<file path="src/hw/rtl/pmu_pkg.sv">
// pmu_pkg: shared constants, types and helper functions of the palette renderer
// used by every file of the block but pmu_ram, depends on nothing
package pmu_pkg;

  localparam int PALETTE_DEPTH = 256;
  localparam int MAX_DIM       = 1024;
  localparam int MAX_SCALE     = 8;

  localparam int PAL_AW = $clog2(PALETTE_DEPTH);
  localparam int CNT_W  = $clog2(MAX_DIM);
  localparam int DIM_W  = $clog2(MAX_DIM + 1);
  localparam int S_W    = $clog2(MAX_SCALE + 1);
  localparam int SUB_W  = (MAX_SCALE > 1) ? $clog2(MAX_SCALE) : 1;
  localparam int SC_W   = S_W + CNT_W;
  localparam int WS_W   = DIM_W + S_W;

  // fixed field widths
  localparam int IDX_W     = 26;
  localparam int ID_W      = 32;
  localparam int CHAN_W    = 8;
  localparam int RGB_W     = 24;
  localparam int EIDX_W    = 8;
  localparam int CFG_DIM_W = 11;
  localparam int CFG_S_W   = 4;
  localparam int CFG_DW    = 11;
  localparam int CFG_IDX_W = 2;

  localparam logic [CHAN_W-1:0] DARKEN    = 8'd40;
  localparam logic [EIDX_W-1:0] WRAP_MASK = 8'h7f;

  // job queue between front and back
  localparam int Q_DEPTH = 4;
  localparam int Q_AW    = $clog2(Q_DEPTH);
  localparam int Q_CW    = $clog2(Q_DEPTH + 1);

  // commands
  localparam logic CMD_WRITE  = 1'b0;
  localparam logic CMD_RENDER = 1'b1;

  // register indexes
  localparam logic [CFG_IDX_W-1:0] REG_WIDTH  = 2'd0;
  localparam logic [CFG_IDX_W-1:0] REG_HEIGHT = 2'd1;
  localparam logic [CFG_IDX_W-1:0] REG_SCALE  = 2'd2;
  localparam logic [CFG_IDX_W-1:0] REG_FLIP   = 2'd3;

  // register reset values
  localparam logic [CFG_DIM_W-1:0] RST_WIDTH  = 11'd256;
  localparam logic [CFG_DIM_W-1:0] RST_HEIGHT = 11'd256;
  localparam logic [CFG_S_W-1:0]   RST_SCALE  = 4'd1;
  localparam logic                 RST_FLIP   = 1'b0;

  // effective geometry after clamping
  typedef struct packed {
    logic [DIM_W-1:0] w;
    logic [DIM_W-1:0] h;
    logic [S_W-1:0]   s;
    logic             flip;
  } dims_t;

  // one classified id waiting for the back end
  typedef struct packed {
    logic [CHAN_W-1:0] red;
    logic [CHAN_W-1:0] green;
    logic [CHAN_W-1:0] blue;
    logic              inv;
    logic              last_id;
    logic [SC_W-1:0]   sc;
    logic [SC_W-1:0]   sv;
  } job_t;

  function automatic logic [DIM_W-1:0] clamp_dim(input logic [CFG_DIM_W-1:0] v);
    logic [DIM_W-1:0] r;
    if (v == '0) begin
      r = DIM_W'(1);
    end else if (int'(v) > MAX_DIM) begin
      r = DIM_W'(MAX_DIM);
    end else begin
      r = DIM_W'(v);
    end
    return r;
  endfunction

  function automatic logic [S_W-1:0] clamp_scale(input logic [CFG_S_W-1:0] v);
    logic [S_W-1:0] r;
    if (v == '0) begin
      r = S_W'(1);
    end else if (int'(v) > MAX_SCALE) begin
      r = S_W'(MAX_SCALE);
    end else begin
      r = S_W'(v);
    end
    return r;
  endfunction

  function automatic logic [CHAN_W-1:0] darken(input logic [CHAN_W-1:0] c);
    return (c > DARKEN) ? (c - DARKEN) : '0;
  endfunction

endpackage

</file>
<file path="src/hw/rtl/pmu_queue.sv">
// pmu_queue: short job queue between front and back
// depends on pmu_pkg
module pmu_queue (
  input  logic                     clk,
  input  logic                     rst_n,
  input  logic                     push,
  input  pmu_pkg::job_t            din,
  input  logic                     pop,
  output pmu_pkg::job_t            dout,
  output logic                     nempty,
  output logic [pmu_pkg::Q_CW-1:0] level
);

  pmu_pkg::job_t               mem_r [pmu_pkg::Q_DEPTH];
  logic [pmu_pkg::Q_AW-1:0]    wr_r, rd_r;
  logic [pmu_pkg::Q_CW-1:0]    cnt_r, cnt_nxt;

  always_comb begin
    cnt_nxt = cnt_r;
    if (push && !pop) begin
      cnt_nxt = cnt_r + pmu_pkg::Q_CW'(1);
    end else if (pop && !push) begin
      cnt_nxt = cnt_r - pmu_pkg::Q_CW'(1);
    end
  end

  always_ff @(posedge clk) begin
    if (!rst_n) begin
      wr_r  <= '0;
      rd_r  <= '0;
      cnt_r <= '0;
    end else begin
      cnt_r <= cnt_nxt;
      if (push) begin
        wr_r <= (int'(wr_r) == pmu_pkg::Q_DEPTH - 1) ? '0 : wr_r + pmu_pkg::Q_AW'(1);
      end
      if (pop) begin
        rd_r <= (int'(rd_r) == pmu_pkg::Q_DEPTH - 1) ? '0 : rd_r + pmu_pkg::Q_AW'(1);
      end
    end
  end

  always_ff @(posedge clk) begin
    if (push) begin
      mem_r[wr_r] <= din;
    end
  end

  assign dout   = mem_r[rd_r];
  assign nempty = (cnt_r != '0);
  assign level  = cnt_r;

endmodule

</file>
<file path="config.mk">
export PLATFORM = sky130hd
export DESIGN_NAME = pmu_queue
export DESIGN_NICKNAME = d
export VERILOG_FILES = /design/src/hw/rtl/pmu_pkg.sv /design/src/hw/rtl/pmu_queue.sv
export SDC_FILE = /design/constraint.sdc
export NUM_CORES = 1
export LEC_CHECK = 0
export ABC_CLOCK_PERIOD_IN_PS = 2700
export BUFFER_PORTS_ARGS = -buffer_cell sky130_fd_sc_hd__buf_2
export CAP_MARGIN = 10
export CORE_MARGIN = 5
export CORE_UTILIZATION = 55
export CTS_BUF_LIST = sky130_fd_sc_hd__clkbuf_8
export DETAILED_ROUTE_END_ITERATION = 8
export PLACE_DENSITY = 0.77
export SLEW_MARGIN = 20
export SYNTH_ARGS = -nofsm -noshare
export SYNTH_HDL_FRONTEND = slang
export SYNTH_SLANG_ARGS = --single-unit
</file>
<file path="constraint.sdc">
create_clock -name clk -period 2.7 [get_ports clk]
set_input_delay 0.54 -clock clk [delete_from_list [all_inputs] [get_ports clk]]
set_output_delay 0.54 -clock clk [all_outputs]
set_load 0.02 [all_outputs]
</file>
==> summary.txt <==
Global route
  • Met3 Usage GRT: 0.0536
  • Gr busiest metal: met2
  • Initial antenna violation count: 1
  • Number of global-route vias before repair: 4236
  • Largest net degree at the start of global routing: 38
  • Met2 GRT Util: 0.288
  • Grt ovf: 0
  • First-pass GRT wire length: 23000 um
  • Met1 GRT Util: 0.211
  • Tot GR Track Use: 0.171

Status
  • Outcome: completed

CTS
  • TritonCTS clock tree: built
  • CTS Root Cell: clkbuf_8
  • Setup bufs post-CTS: 0
  • Sink Count: 225
  • Skew-Pair Late Insertion Delay: 0.50 ns
  • Hold-fix buffers, CTS: 0
  • Reg clk slew, reported paths: 0.06 ns
  • TritonCTS Buffers: 36
  • Clock buffer depth: 3
  • Post-CTS Resized: 0
  • Htree depth: 2

STA
  • Max Slew Vio Count: 0
  • Skew final: 0.0215 ns
  • Worst hold slack: 0.245 ns
  • Slack of the critical path: 0.154 ns
  • Rel. slew slack: 0.618
  • Min cycle time layout: 2.55 ns
  • Final Cycle Share: 0.943
  • Final TNS setup: 0 ns
  • Number of setup violations in the final report: 0
  • RSZ-0062 raised after global routing: false
  • Max Fclk: 0.393 GHz
  • Hold Fails Final Rpt: 0
  • Measured slew at the worst slew-check pin: 0.573 ns

Route
  • Vias post-DR: 3807
  • Wire per inst: 21.0 um
  • Detailed Routing Iterations Pass 1: 4
  • DR vias/cell: 5.49
  • Antenna Nets Post-Route: 0
  • Post-route DRC: 0
  • Total Wirelength: 14500 um
  • 1st-iter DRT viols: 158

Critical path
  • CP delay by family, top: multiplexers
  • FF-to-FF path depth: 3
  • Critical path buffer and inverter count: 2
  • Max stage delay cell, worst path: mux4_2
  • Largest stage delay on the critical path: 0.52 ns
  • Crit-path cells: clkbuf_16 -> mux4_2 -> buf_2
  • Crit path DAT: 2.01 ns
  • CP endpoint kind: output pin
  • Stages on worst setup path: 3
  • CP Launch Type: flop
  • Critical path class: reg2out
  • WP data required: 2.16 ns
  • CP max FO: 17

Yosys
  • Post-Syn Instances: 325
  • #FFs+latches synth: 225
  • Simple-gate area share of the yosys netlist: 0.0101
  • Yosys warns: 0
  • Distinct cells, synth: 22
  • Avg Cell Area, Syn: 25.6 um2
  • Post-synthesis mux area share: 0.153
  • Synth Cell Area: 0.00831 mm2
  • Compound-Gate Fraction of Synth Area: 0.00241
  • Adder-cell share of the synthesized area: 0.0114
  • Seq/Total Area, Yosys: 0.802
  • Post-Syn Nets: 390
  • Synth Area in XOR/XNOR: 0.00211
  • Largest family of logic cells by synthesized area: multiplexers

Floorplanning
  • DIE HEIGHT: 133 um
  • Row count: 45
  • Initial Util: 0.553
  • Die width: 133 um
  • Core box area: 0.0150 mm2
  • Io pins: 116
  • Die area: 0.0177 mm2

Placement
  • DPL Wire Length: 9170 um
  • DP Area: 0.00911 mm2
  • Final RePlAce weighted congestion: 0.712
  • Dpl cells: 629
  • Port bufs: 115
  • Pre-CTS setup slack: 0.548 ns

Cells and area
  • Commonest non-fill, non-tap cell in the layout: edfxtp_1
  • Post-layout net count: 545
  • # diodes: 0
  • Finished Layout Cells: 693
  • Number of fill cells: 1002
  • Layout cell share with drive strength beyond 1: 0.444
  • Most frequent cells in the layout: edfxtp_1 (216), buf_2 (115), mux4_2 (50)
  • Design area: 0.00981 mm2
  • Area grow syn2layout: 18.0%
  • Final core occ: 0.652

Flow run
  • Max-Cap Viols: 0

Power and ir drop
  • Static leakage: 3.44 nW
  • Max IR drop VDD: 0.534 mV
  • P_int: 5.77 mW
  • Sequential power share: 0.543
  • Switching power share of the total: 0.226
  • Post-route total power: 7.45 mW
  • Power per cell area: 760 mW/mm2
  • Clk pwr share: 0.355
  • Psw: 1.68 mW
  • Logic gate share of total power: 0.102

Hold path
  • Cell count of the worst hold path: 1
  • Min-delay worst type: in2reg
[power by group through the flow]
| stage | Combinational [mW] | Sequential (mW) | Clock, mW |
|---|---|---|---|
| floorplan | 0.495 | 4.12 | 0 |
| global placement | 0.752 | 4.11 | 0 |
| detailed placement | 0.769 | 4.12 | 0 |
| CTS | 0.770 | 4.05 | 2.72 |
| global route | 0.820 | 4.06 | 2.89 |
| finish | 0.761 | 4.05 | 2.64 |
[per-layer routing]
layer,routed length [um],share of wire
met5,13,0.00089
met1,5640,0.39
met4,325,0.022
met2,7630,0.52
met3,928,0.064
[cells in the mapped netlist (all sizes together)]
| master | count | share of area |
|---|---|---|
| clkbuf | 1 | 0.00060 |
| xor2 | 1 | 0.0011 |
| xnor2 | 1 | 0.0011 |
| o21ai | 1 | 0.00060 |
| mux2i | 4 | 0.0048 |
| nor3 | 1 | 0.00060 |
| ha | 6 | 0.0090 |
| edfxtp | 216 | 0.78 |
| nor2 | 1 | 0.00045 |
| buf | 11 | 0.016 |
| a21boi | 1 | 0.00090 |
| or3 | 2 | 0.0015 |
| mux4 | 54 | 0.15 |
| o21a | 1 | 0.00090 |
| nor2b | 5 | 0.0038 |
| and2 | 5 | 0.0038 |
| dfxtp | 9 | 0.022 |
| fa | 1 | 0.0024 |
| inv | 4 | 0.0018 |
[sequential cells by signal, summed over array words and instances, names as in the netlist, named ones only]
name   flops
mem_r    216
level      3
rd_r       2
wr_r       2
[kinds of logic (layout without fill, tap and decap cells)]
group	Yosys count	after routing
flip-flops	225	225
multiplexers	58	58
buffers and inverters	16	196
AND/OR/NAND/NOR	14	14
adder cells (fa/ha/maj)	7	7
AO/OA/AOI/OAI	3	3
XOR/XNOR	2	2
[path summary, 6_finish.rpt]
check	from	endpoint	slack, ns
worst max register to register	wr_r[0]$_SDFFE_PN0P_	mem_r[3][3]$_DFFE_PP_	1.05
worst min register to register	level[2]$_SDFFE_PN0P_	level[2]$_SDFFE_PN0P_	0.54
worst max-delay path	flop	dout[31]	0.15
worst min-delay path	din[22]	mem_r[0][22]$_DFFE_PP_	0.24
[area by class of cell]
cell class                 instances  area [um2]  share of cell area
multi-input combinational         84        1490               0.152
clock buffer                      37         509              0.0519
tap                              188         235              0.0240
timing repair buffer             129         734              0.0749
inverter                           4        15.0             0.00153
sequential                       225        6670               0.680
clock inverter                    26         150              0.0153
Note: power is estimated with default switching activity, not from simulation.
