File: src/hw/rtl/pmu_pkg.sv
// pmu_pkg: shared constants, types and helper functions of the palette renderer
// used by every file of the block but pmu_ram, depends on nothing
package pmu_pkg;

  localparam int PALETTE_DEPTH = 256;
  localparam int MAX_DIM       = 1024;
  localparam int MAX_SCALE     = 8;

  localparam int PAL_AW = $clog2(PALETTE_DEPTH);
  localparam int CNT_W  = $clog2(MAX_DIM);
  localparam int DIM_W  = $clog2(MAX_DIM + 1);
  localparam int S_W    = $clog2(MAX_SCALE + 1);
  localparam int SUB_W  = (MAX_SCALE > 1) ? $clog2(MAX_SCALE) : 1;
  localparam int SC_W   = S_W + CNT_W;
  localparam int WS_W   = DIM_W + S_W;

  // fixed field widths
  localparam int IDX_W     = 26;
  localparam int ID_W      = 32;
  localparam int CHAN_W    = 8;
  localparam int RGB_W     = 24;
  localparam int EIDX_W    = 8;
  localparam int CFG_DIM_W = 11;
  localparam int CFG_S_W   = 4;
  localparam int CFG_DW    = 11;
  localparam int CFG_IDX_W = 2;

  localparam logic [CHAN_W-1:0] DARKEN    = 8'd40;
  localparam logic [EIDX_W-1:0] WRAP_MASK = 8'h7f;

  // job queue between front and back
  localparam int Q_DEPTH = 4;
  localparam int Q_AW    = $clog2(Q_DEPTH);
  localparam int Q_CW    = $clog2(Q_DEPTH + 1);

  // commands
  localparam logic CMD_WRITE  = 1'b0;
  localparam logic CMD_RENDER = 1'b1;

  // register indexes
  localparam logic [CFG_IDX_W-1:0] REG_WIDTH  = 2'd0;
  localparam logic [CFG_IDX_W-1:0] REG_HEIGHT = 2'd1;
  localparam logic [CFG_IDX_W-1:0] REG_SCALE  = 2'd2;
  localparam logic [CFG_IDX_W-1:0] REG_FLIP   = 2'd3;

  // register reset values
  localparam logic [CFG_DIM_W-1:0] RST_WIDTH  = 11'd256;
  localparam logic [CFG_DIM_W-1:0] RST_HEIGHT = 11'd256;
  localparam logic [CFG_S_W-1:0]   RST_SCALE  = 4'd1;
  localparam logic                 RST_FLIP   = 1'b0;

  // effective geometry after clamping
  typedef struct packed {
    logic [DIM_W-1:0] w;
    logic [DIM_W-1:0] h;
    logic [S_W-1:0]   s;
    logic             flip;
  } dims_t;

  // one classified id waiting for the back end
  typedef struct packed {
    logic [CHAN_W-1:0] red;
    logic [CHAN_W-1:0] green;
    logic [CHAN_W-1:0] blue;
    logic              inv;
    logic              last_id;
    logic [SC_W-1:0]   sc;
    logic [SC_W-1:0]   sv;
  } job_t;

  function automatic logic [DIM_W-1:0] clamp_dim(input logic [CFG_DIM_W-1:0] v);
    logic [DIM_W-1:0] r;
    if (v == '0) begin
      r = DIM_W'(1);
    end else if (int'(v) > MAX_DIM) begin
      r = DIM_W'(MAX_DIM);
    end else begin
      r = DIM_W'(v);
    end
    return r;
  endfunction

  function automatic logic [S_W-1:0] clamp_scale(input logic [CFG_S_W-1:0] v);
    logic [S_W-1:0] r;
    if (v == '0) begin
      r = S_W'(1);
    end else if (int'(v) > MAX_SCALE) begin
      r = S_W'(MAX_SCALE);
    end else begin
      r = S_W'(v);
    end
    return r;
  endfunction

  function automatic logic [CHAN_W-1:0] darken(input logic [CHAN_W-1:0] c);
    return (c > DARKEN) ? (c - DARKEN) : '0;
  endfunction

endpackage

File: src/hw/rtl/pmu_back.sv
// pmu_back: expands each job into scale by scale pixels and holds the result register
// depends on pmu_pkg
module pmu_back (
  input  logic                        clk,
  input  logic                        rst_n,
  input  pmu_pkg::dims_t              dims,
  input  logic                        q_nempty,
  input  pmu_pkg::job_t               q_head,
  output logic                        q_pop,
  output logic                        out_empty,
  input  logic                        out_pop,
  output logic [pmu_pkg::IDX_W-1:0]   out_pixel_index,
  output logic [pmu_pkg::CHAN_W-1:0]  out_red,
  output logic [pmu_pkg::CHAN_W-1:0]  out_green,
  output logic [pmu_pkg::CHAN_W-1:0]  out_blue,
  output logic                        out_last_of_run,
  output logic                        out_frame_done,
  output logic                        out_invalid_seen
);

  logic [pmu_pkg::WS_W-1:0]          ws_r;
  logic [pmu_pkg::WS_W+pmu_pkg::SC_W-1:0] prod;
  logic [pmu_pkg::SUB_W-1:0]         s_m1;
  logic                              emit, emit_last, row_last, load, out_take;

  logic                              busy_r, busy_nxt;
  logic [pmu_pkg::SUB_W-1:0]         m_r, n_r;
  logic [pmu_pkg::IDX_W-1:0]         base_r;
  pmu_pkg::job_t                     cur_r;

  logic                              ov_r;
  logic [pmu_pkg::IDX_W-1:0]         o_idx_r;
  logic [pmu_pkg::CHAN_W-1:0]        o_red_r, o_green_r, o_blue_r;
  logic                              o_last_r, o_done_r, o_inv_r;

  assign out_take  = out_pop && ov_r;
  assign s_m1      = pmu_pkg::SUB_W'(dims.s - pmu_pkg::S_W'(1));
  assign emit      = busy_r && (!ov_r || out_take);
  assign row_last  = (n_r == s_m1);
  assign emit_last = emit && row_last && (m_r == s_m1);
  // next job loads alongside the last pixel of the current one
  assign load      = q_nempty && (!busy_r || emit_last);
  assign q_pop     = load;
  assign prod      = ws_r * q_head.sv;

  always_comb begin
    busy_nxt = busy_r;
    if (load) begin
      busy_nxt = 1'b1;
    end else if (emit_last) begin
      busy_nxt = 1'b0;
    end
  end

  always_ff @(posedge clk) begin
    if (!rst_n) begin
      busy_r <= 1'b0;
      ov_r   <= 1'b0;
    end else begin
      busy_r <= busy_nxt;
      if (emit) begin
        ov_r <= 1'b1;
      end else if (out_take) begin
        ov_r <= 1'b0;
      end
    end
  end

  always_ff @(posedge clk) begin
    ws_r <= pmu_pkg::WS_W'(dims.w) * pmu_pkg::WS_W'(dims.s);
    if (load) begin
      cur_r  <= q_head;
      m_r    <= '0;
      n_r    <= '0;
      base_r <= pmu_pkg::IDX_W'(q_head.sc) + pmu_pkg::IDX_W'(prod);
    end else if (emit) begin
      if (row_last) begin
        n_r    <= '0;
        m_r    <= m_r + pmu_pkg::SUB_W'(1);
        base_r <= base_r + pmu_pkg::IDX_W'(ws_r);
      end else begin
        n_r <= n_r + pmu_pkg::SUB_W'(1);
      end
    end
    if (emit) begin
      o_idx_r   <= base_r + pmu_pkg::IDX_W'(n_r);
      o_red_r   <= cur_r.red;
      o_green_r <= cur_r.green;
      o_blue_r  <= cur_r.blue;
      o_last_r  <= row_last && (m_r == s_m1);
      o_done_r  <= row_last && (m_r == s_m1) && cur_r.last_id;
      o_inv_r   <= cur_r.inv;
    end
  end

  assign out_empty        = !ov_r;
  assign out_pixel_index  = o_idx_r;
  assign out_red          = o_red_r;
  assign out_green        = o_green_r;
  assign out_blue         = o_blue_r;
  assign out_last_of_run  = o_last_r;
  assign out_frame_done   = o_done_r;
  assign out_invalid_seen = o_inv_r;

endmodule

File: config.mk
export PLATFORM = sky130hd
export DESIGN_NAME = pmu_back
export DESIGN_NICKNAME = d
export VERILOG_FILES = /design/src/hw/rtl/pmu_pkg.sv /design/src/hw/rtl/pmu_back.sv
export SDC_FILE = /design/constraint.sdc
export NUM_CORES = 1
export LEC_CHECK = 0
export BUFFER_PORTS_ARGS = -buffer_cell sky130_fd_sc_hd__buf_4
export CORE_MARGIN = 2
export CORE_UTILIZATION = 61
export DETAILED_ROUTE_END_ITERATION = 6
export PLACE_DENSITY = 0.92
export SLEW_MARGIN = 10
export SYNTH_ARGS = -nofsm -noshare
export SYNTH_HDL_FRONTEND = slang
export SYNTH_SLANG_ARGS = --single-unit
File: constraint.sdc
create_clock -name clk -period 7.3 [get_ports clk]
set_input_delay 0.73 -clock clk [delete_from_list [all_inputs] [get_ports clk]]
set_output_delay 0.73 -clock clk [all_outputs]
set_load 0.01 [all_outputs]
==> results of run 1 <==
[metal layers]
metal / track usage / up-vias
met5: 0 / -
met4: 0.155 / 0
met3: 0.0586 / 155
met2: 0.529 / 519
met1: 0.342 / 5117
li1: - / 4535
[worst min path at each step]
stage                          from          endpoint  slack (ns)  cells after the start
after floorplan           cur_r[30]       out_blue[0]        0.40                      0
after detailed placement  cur_r[49]        out_red[3]        0.41                      0
final                     cur_r[41]      out_green[3]        0.42                      0
after global routing      cur_r[29]  out_invalid_seen        0.42                      0
after CTS                 cur_r[41]      out_green[3]        0.42                      0
after global placement    cur_r[49]        out_red[3]        0.40                      0
[cell usage after synthesis (3+ instances only)]
library cell,n
a211oi_1,7
a21o_1,17
a21oi_1,45
a31oi_1,5
and2_1,135
and3_1,6
clkbuf_1,36
dfxtp_1,23
edfxtp_1,105
fa_1,185
ha_1,117
inv_1,230
mux2i_1,7
nand2_1,169
nand2b_1,4
nand3_1,21
nand4_1,4
nor2_1,59
nor2b_1,5
nor3_1,13
o21a_1,3
o21ai_0,20
o21bai_1,3
o31ai_2,3
or2_2,4
or3_1,5
xnor2_1,53
xor2_1,40
[layout make-up]
cell class | count | area, sq um
timing repair buffer | 140 | 1050
clock buffer | 18 | 429
clock inverter | 14 | 140
tap | 280 | 350
sequential | 128 | 3610
inverter | 231 | 867
fill | 1469 | 6430
multi-input combinational | 959 | 9010
[through the flow]
stage | cells | utilization
global placement | 1738 | 0.680
CTS | 1770 | 0.706
floorplan | 1358 | -
detailed placement | 1738 | 0.680
global route | 1770 | 0.706
finish | 1770 | 0.706
[worst reg2reg max path: stages, from the launching register on]
cell and delay (ns):
dfxtp_1 0.87, nand2_1 0.19, fa_1 0.49, fa_1 0.47, fa_1 0.55, inv_1 0.05
fa_1 0.46, fa_1 0.52, inv_1 0.06, fa_1 0.53, inv_1 0.04, ha_1 0.35
a21oi_1 0.22, a21oi_1 0.12, a211o_4 0.35, a211oi_1 0.40, o31ai_1 0.22, a31oi_1 0.26
xor2_1 0.20, mux2i_1 0.09
[flip-flops by register name, indices dropped and copies added, names as in the netlist]
name and cells:
ov_r 1, out_pixel_index 26, out_invalid_seen 1, base_r 26
cur_r 26, out_red 8, out_green 8, out_blue 8
out_frame_done 1, busy_r 1, n_r 3, ws_r 15
out_last_of_run 1, m_r 3
[logic make-up after synthesis]
kind of cell / count (synthesis) / share of synthesized area
mux: 7 / 0.00513
buf+inv: 271 / 0.0753
compound gates: 125 / 0.0627
flops: 128 / 0.265
xor+xnor: 93 / 0.0597
simple gates: 432 / 0.154
fa+ha+maj: 302 / 0.379
==> metrics.yaml, run 1 <==
outcome:
  status: "complete, but fails checks"
  violations: "DRC"
synthesis:
  synthTopCellsByArea: "fa_1, edfxtp_1, ha_1, inv_1, and2_1"
  yosys.area.top_type_share: 0.271
  yosys_warnings: 0
  synth_nets: 1745
  syn_inst: 1358
  synth_area_sq_um: 13700
  yosys.area.top_type: "fa_1"
  synth.distinct_cells: 55
  synthFlopType: "edfxtp_1"
  synth_edf_count: 105
  synthArstFlopShare: 0
  avgSynthCellArea_sq_um: 10.1
  synth_seq_cells: 128
  ys_seq_area_frac: 0.265
sta:
  maxSlewViolCount: 0
  tightest_slew_ns: 1.21
  fin_skew_ns: 0.0128
  setup_slack_ns: 0.592
  relSlewSlack: 0.189
  setup_viol: 0
  fin_crit_ns: 6.71
  post-route-period-util: 0.919
  hold-worst-slack_ns: 0.416
  fin_setup_tns_ns: 0
  hold_viol: 0
  max_clock_freq_ghz: 0.149
  rsz0062_at_grt: "no"
run:
  maxCapViolations: 0
worst_setup_path:
  critPathArrivalTime_ns: 6.85
  crit_path_cell_trace: "nand2_1, fa_1, fa_1, fa_1, inv_1, fa_1, fa_1, inv_1, fa_1, inv_1, ha_1, a21oi_1, a21oi_1, a211o_4, a211oi_1, o31ai_1, a31oi_1, xor2_1, mux2i_1"
  r2r_slack_ns: 0.59
  rr_endpoint: "base_r[24]"
  crit_fanout: 15
  slowest_delay_ns: 0.87
  endpoint: "base_r[24]"
  cp_num_buf_inv: 3
  criticalPathCategory: "reg2reg"
  reg2reg_from: "ws_r[3]"
  cp.required_ns: 7.45
  path_common_cell: "fa_1"
  crit_cells: 19
  cpMaxStageDelayCell: "dfxtp_1"
  cp_top_family: "adder cells"
  crit_start: "ws_r[3]"
  worstRegToRegCells: 19
  worstSetupStartpointType: "register"
  worstSetupEndpointType: "register"
cells_and_area:
  diodes: 0
  final_cell_mix: "inv_1, fa_1, nand2_1"
  layout.nets: 1864
  final_common_cell: "inv_1"
  syn2layout_area_growth_pct: 13.3
  fin_area_sq_um: 15500
  drive_above_1_share: 0.127
detailed_routing:
  drc: 2
  wl_met1_um: 11800
  ant_nets: 0
  wl_per_cell_um: 19.2
  drtIter0Drc: 906
  wl_met2_um: 17300
  top_layer: "met4"
  vias: 10300
  wl_met3_um: 2790
  drt-total-wl_um: 33900
  viasPerCell: 5.83
  drtPass1Iterations: 7
clocking:
  cts_buffer_depth: 2
  cts_buffers: 17
  cts_resized: 0
  clkTransAtPathRegs_ns: 0.06
  holdBufCountCts: 0
  htree_levels: 4
  cts_root_buffer: "clkbuf_16"
  cts_tree: "done"
  post_cts_buffers: 0
  clk_latency_ns: 0.42
  cts.sinks: 128
placement:
  place_ws_ns: 0.520
  io_buffers: 127
  hpwl_um: 25400
  placed_area_sq_um: 14900
  routabilityCongestion: 0.955
floorplan:
  fp.dieH_um: 154
  core-area_sq_um: 21900
  rows: 54
  io_pins: 140
  start_util: 0.624
  die_w_um: 154
  die_area_sq_um: 23600
grt:
  gr-total-overflow: 0
  grt_pass1_vias: 11400
  grt_max_degree: 56
  grt_usage: 0.298
  grt_pass1_wl_um: 55700
  antenna_found_initial: 0
worst_hold_path:
  hp-class: "reg2reg"
Power of run 1 is not shown: default switching activity piles up to over one toggle a cycle in this logic, so the estimate is an artifact.
==> inputs of run 2 (changes only) <==
--- a/config.mk
+++ b/config.mk
@@ -9,7 +9,7 @@
 export CORE_MARGIN = 2
 export CORE_UTILIZATION = 61
 export DETAILED_ROUTE_END_ITERATION = 6
-export PLACE_DENSITY = 0.92
+export PLACE_DENSITY = 0.82
 export SLEW_MARGIN = 10
 export SYNTH_ARGS = -nofsm -noshare
 export SYNTH_HDL_FRONTEND = slang
==> constraint.sdc (replaced) <==
create_clock -name clk -period 7.3 [get_ports clk]
set_input_delay 0.73 -clock clk [delete_from_list [all_inputs] [get_ports clk]]
set_output_delay 0.73 -clock clk [all_outputs]
set_load 0.02 [all_outputs]
==> metrics.yaml, run 2 (same netlist as run 1, synthesis figures left out) <==
grt:
  gr-total-overflow: 0  # unchanged
  grt_pass1_wl_um: 53800  # -3.5%
  antenna_found_initial: 1  # +1
  grt_max_degree: 56  # unchanged
  grt_pass1_vias: 11000  # -3.8%
  grt_usage: 0.289  # -0.00863
sta:
  setup_viol: 0  # unchanged
  fin_setup_tns_ns: 0  # unchanged
  post-route-period-util: 0.902  # -0.0171
  tightest_slew_ns: 1.19  # -0.0199 ns
  max_clock_freq_ghz: 0.152  # +1.9%
  rsz0062_at_grt: "no"
  relSlewSlack: 0.203  # +0.0145
  hold_viol: 0  # unchanged
  fin_skew_ns: 0.0144  # +0.00167 ns
  maxSlewViolCount: 0  # unchanged
  fin_crit_ns: 6.58  # -0.125 ns
floorplan:
  start_util: 0.624  # unchanged
  core-area_sq_um: 21900  # unchanged
  fp.dieH_um: 154  # unchanged
  io_pins: 140  # unchanged
  rows: 54  # unchanged
  die_area_sq_um: 23600  # unchanged
  die_w_um: 154  # unchanged
cells_and_area:
  final_common_cell: "inv_1"
  drive_above_1_share: 0.128  # +0.00126
  utilization: 0.710  # +0.00314
  final_cell_mix: "inv_1, fa_1, nand2_1"
  syn2layout_area_growth_pct: 13.8
  diodes: 0  # unchanged
  layout.nets: 1865  # +0.054%
worst_setup_path:
  cp_num_buf_inv: 4  # +1
  criticalPathCategory: "reg2reg"
  crit_fanout: 10  # -5
  path_common_cell: "fa_1"
  critPathArrivalTime_ns: 6.76  # -0.09 ns
  crit_path_cell_trace: "buf_4, nand2_1, fa_1, fa_1, inv_1, fa_1, fa_1, fa_1, inv_1, fa_1, inv_1, ha_1, nand3_1, or2_2, a211oi_2, o31ai_4, o31ai_2, nor2_1, xnor2_1, a211o_1"
  cpMaxStageDelayCell: "dfxtp_1"
  worstSetupEndpointType: "register"
  cp.required_ns: 7.48  # +0.03 ns
  worstSetupStartpointType: "register"
  slowest_delay_ns: 0.84  # -0.03 ns
  cp_top_family: "adder cells"
clocking:
  cts_root_buffer: "clkbuf_16"
  cts_resized: 0  # unchanged
  clkTransAtPathRegs_ns: 0.06  # about the same
  cts_buffer_depth: 2  # unchanged
  post_cts_buffers: 0  # unchanged
  cts_tree: "done"
  cts_buffers: 17  # unchanged
  holdBufCountCts: 0  # unchanged
  clk_latency_ns: 0.43  # about the same
  cts.sinks: 128  # unchanged
  htree_levels: 4  # unchanged
detailed_routing:
  wl_per_cell_um: 18.6  # -2.7%
  drtPass1Iterations: 6  # -1
  vias: 10100  # -2.2%
  viasPerCell: 5.70  # -2.3%
  drt-total-wl_um: 33000  # -2.7%
  drc: 0  # -2
  drtIter0Drc: 783  # -14%
  ant_nets: 0  # unchanged
run:
  maxCapViolations: 0  # unchanged
worst_hold_path:
  hp-class: "reg2reg"
placement:
  io_buffers: 127  # unchanged
  hpwl_um: 24900  # -2.0%
  routabilityCongestion: 0.909  # -4.8%
outcome:
  status: "finished clean"
run 2: cell count changes in the layout (fill, tap and decap cells not counted):
cell	before	now
bufinv_16	2	4
clkinv_2	3	0
clkinv_4	2	3
clkinv_1	2	1
buf_4	140	141
inv_6	2	5
clkinvlp_4	3	1
run 2: metrics by stage:
stage | hold WS [ns] | setup slack [ns] | std cells | instance area (sq um)
floorplan | 0.400 | 0.984 | 1358 | 13700
global placement | 0.400 | 0.632 | 1739 | 14900
detailed placement | 0.406 | 0.570 | 1739 | 14900
CTS | 0.420 | 0.791 | 1771 | 15500
global route | 0.426 | 0.460 | 1771 | 15500
finish | 0.416 | 0.717 | 1771 | 15500
run 2: routing by layer:
metal  wire [um]  global-route usage  vias up  part of all wire
met3        2270              0.0465      123             0.069
met4        1670               0.135        2             0.050
li1            -                   -     4527                 -
met1       11900               0.339     5017              0.36
met5          12                   0        -           0.00036
met2       17200               0.520      429              0.52
run 2: path summary, 6_finish.rpt:
path	start	end	slack [ns]	depth (start not counted)
worst max-delay path	ws_r[6]	base_r[23]	0.72	20
worst min-delay path	cur_r[31]	out_blue[1]	0.42	0
worst max register to register	ws_r[6]	base_r[23]	0.72	20
worst min register to register	cur_r[31]	out_blue[1]	0.42	0
run 2: layout make-up:
class	instances	area, sq um
clock buffers	18	429
clock inverters	14	201
fillers	1554	6360
inverters	231	867
multi-input cells	959	9010
flip-flops and latches	128	3610
well taps	280	350
repair buffers	141	1060
run 2: worst register-to-register path, delay by kind of cell, from the launching register on:
family          cells  cell delay [ns]
fa+ha+maj           7             3.31
simple gates        4             0.59
compound gates      4             1.05
buf+inv             4             0.41
xor+xnor            1             0.14
flops               1             0.84
Power of run 2 is left out for the same reason.
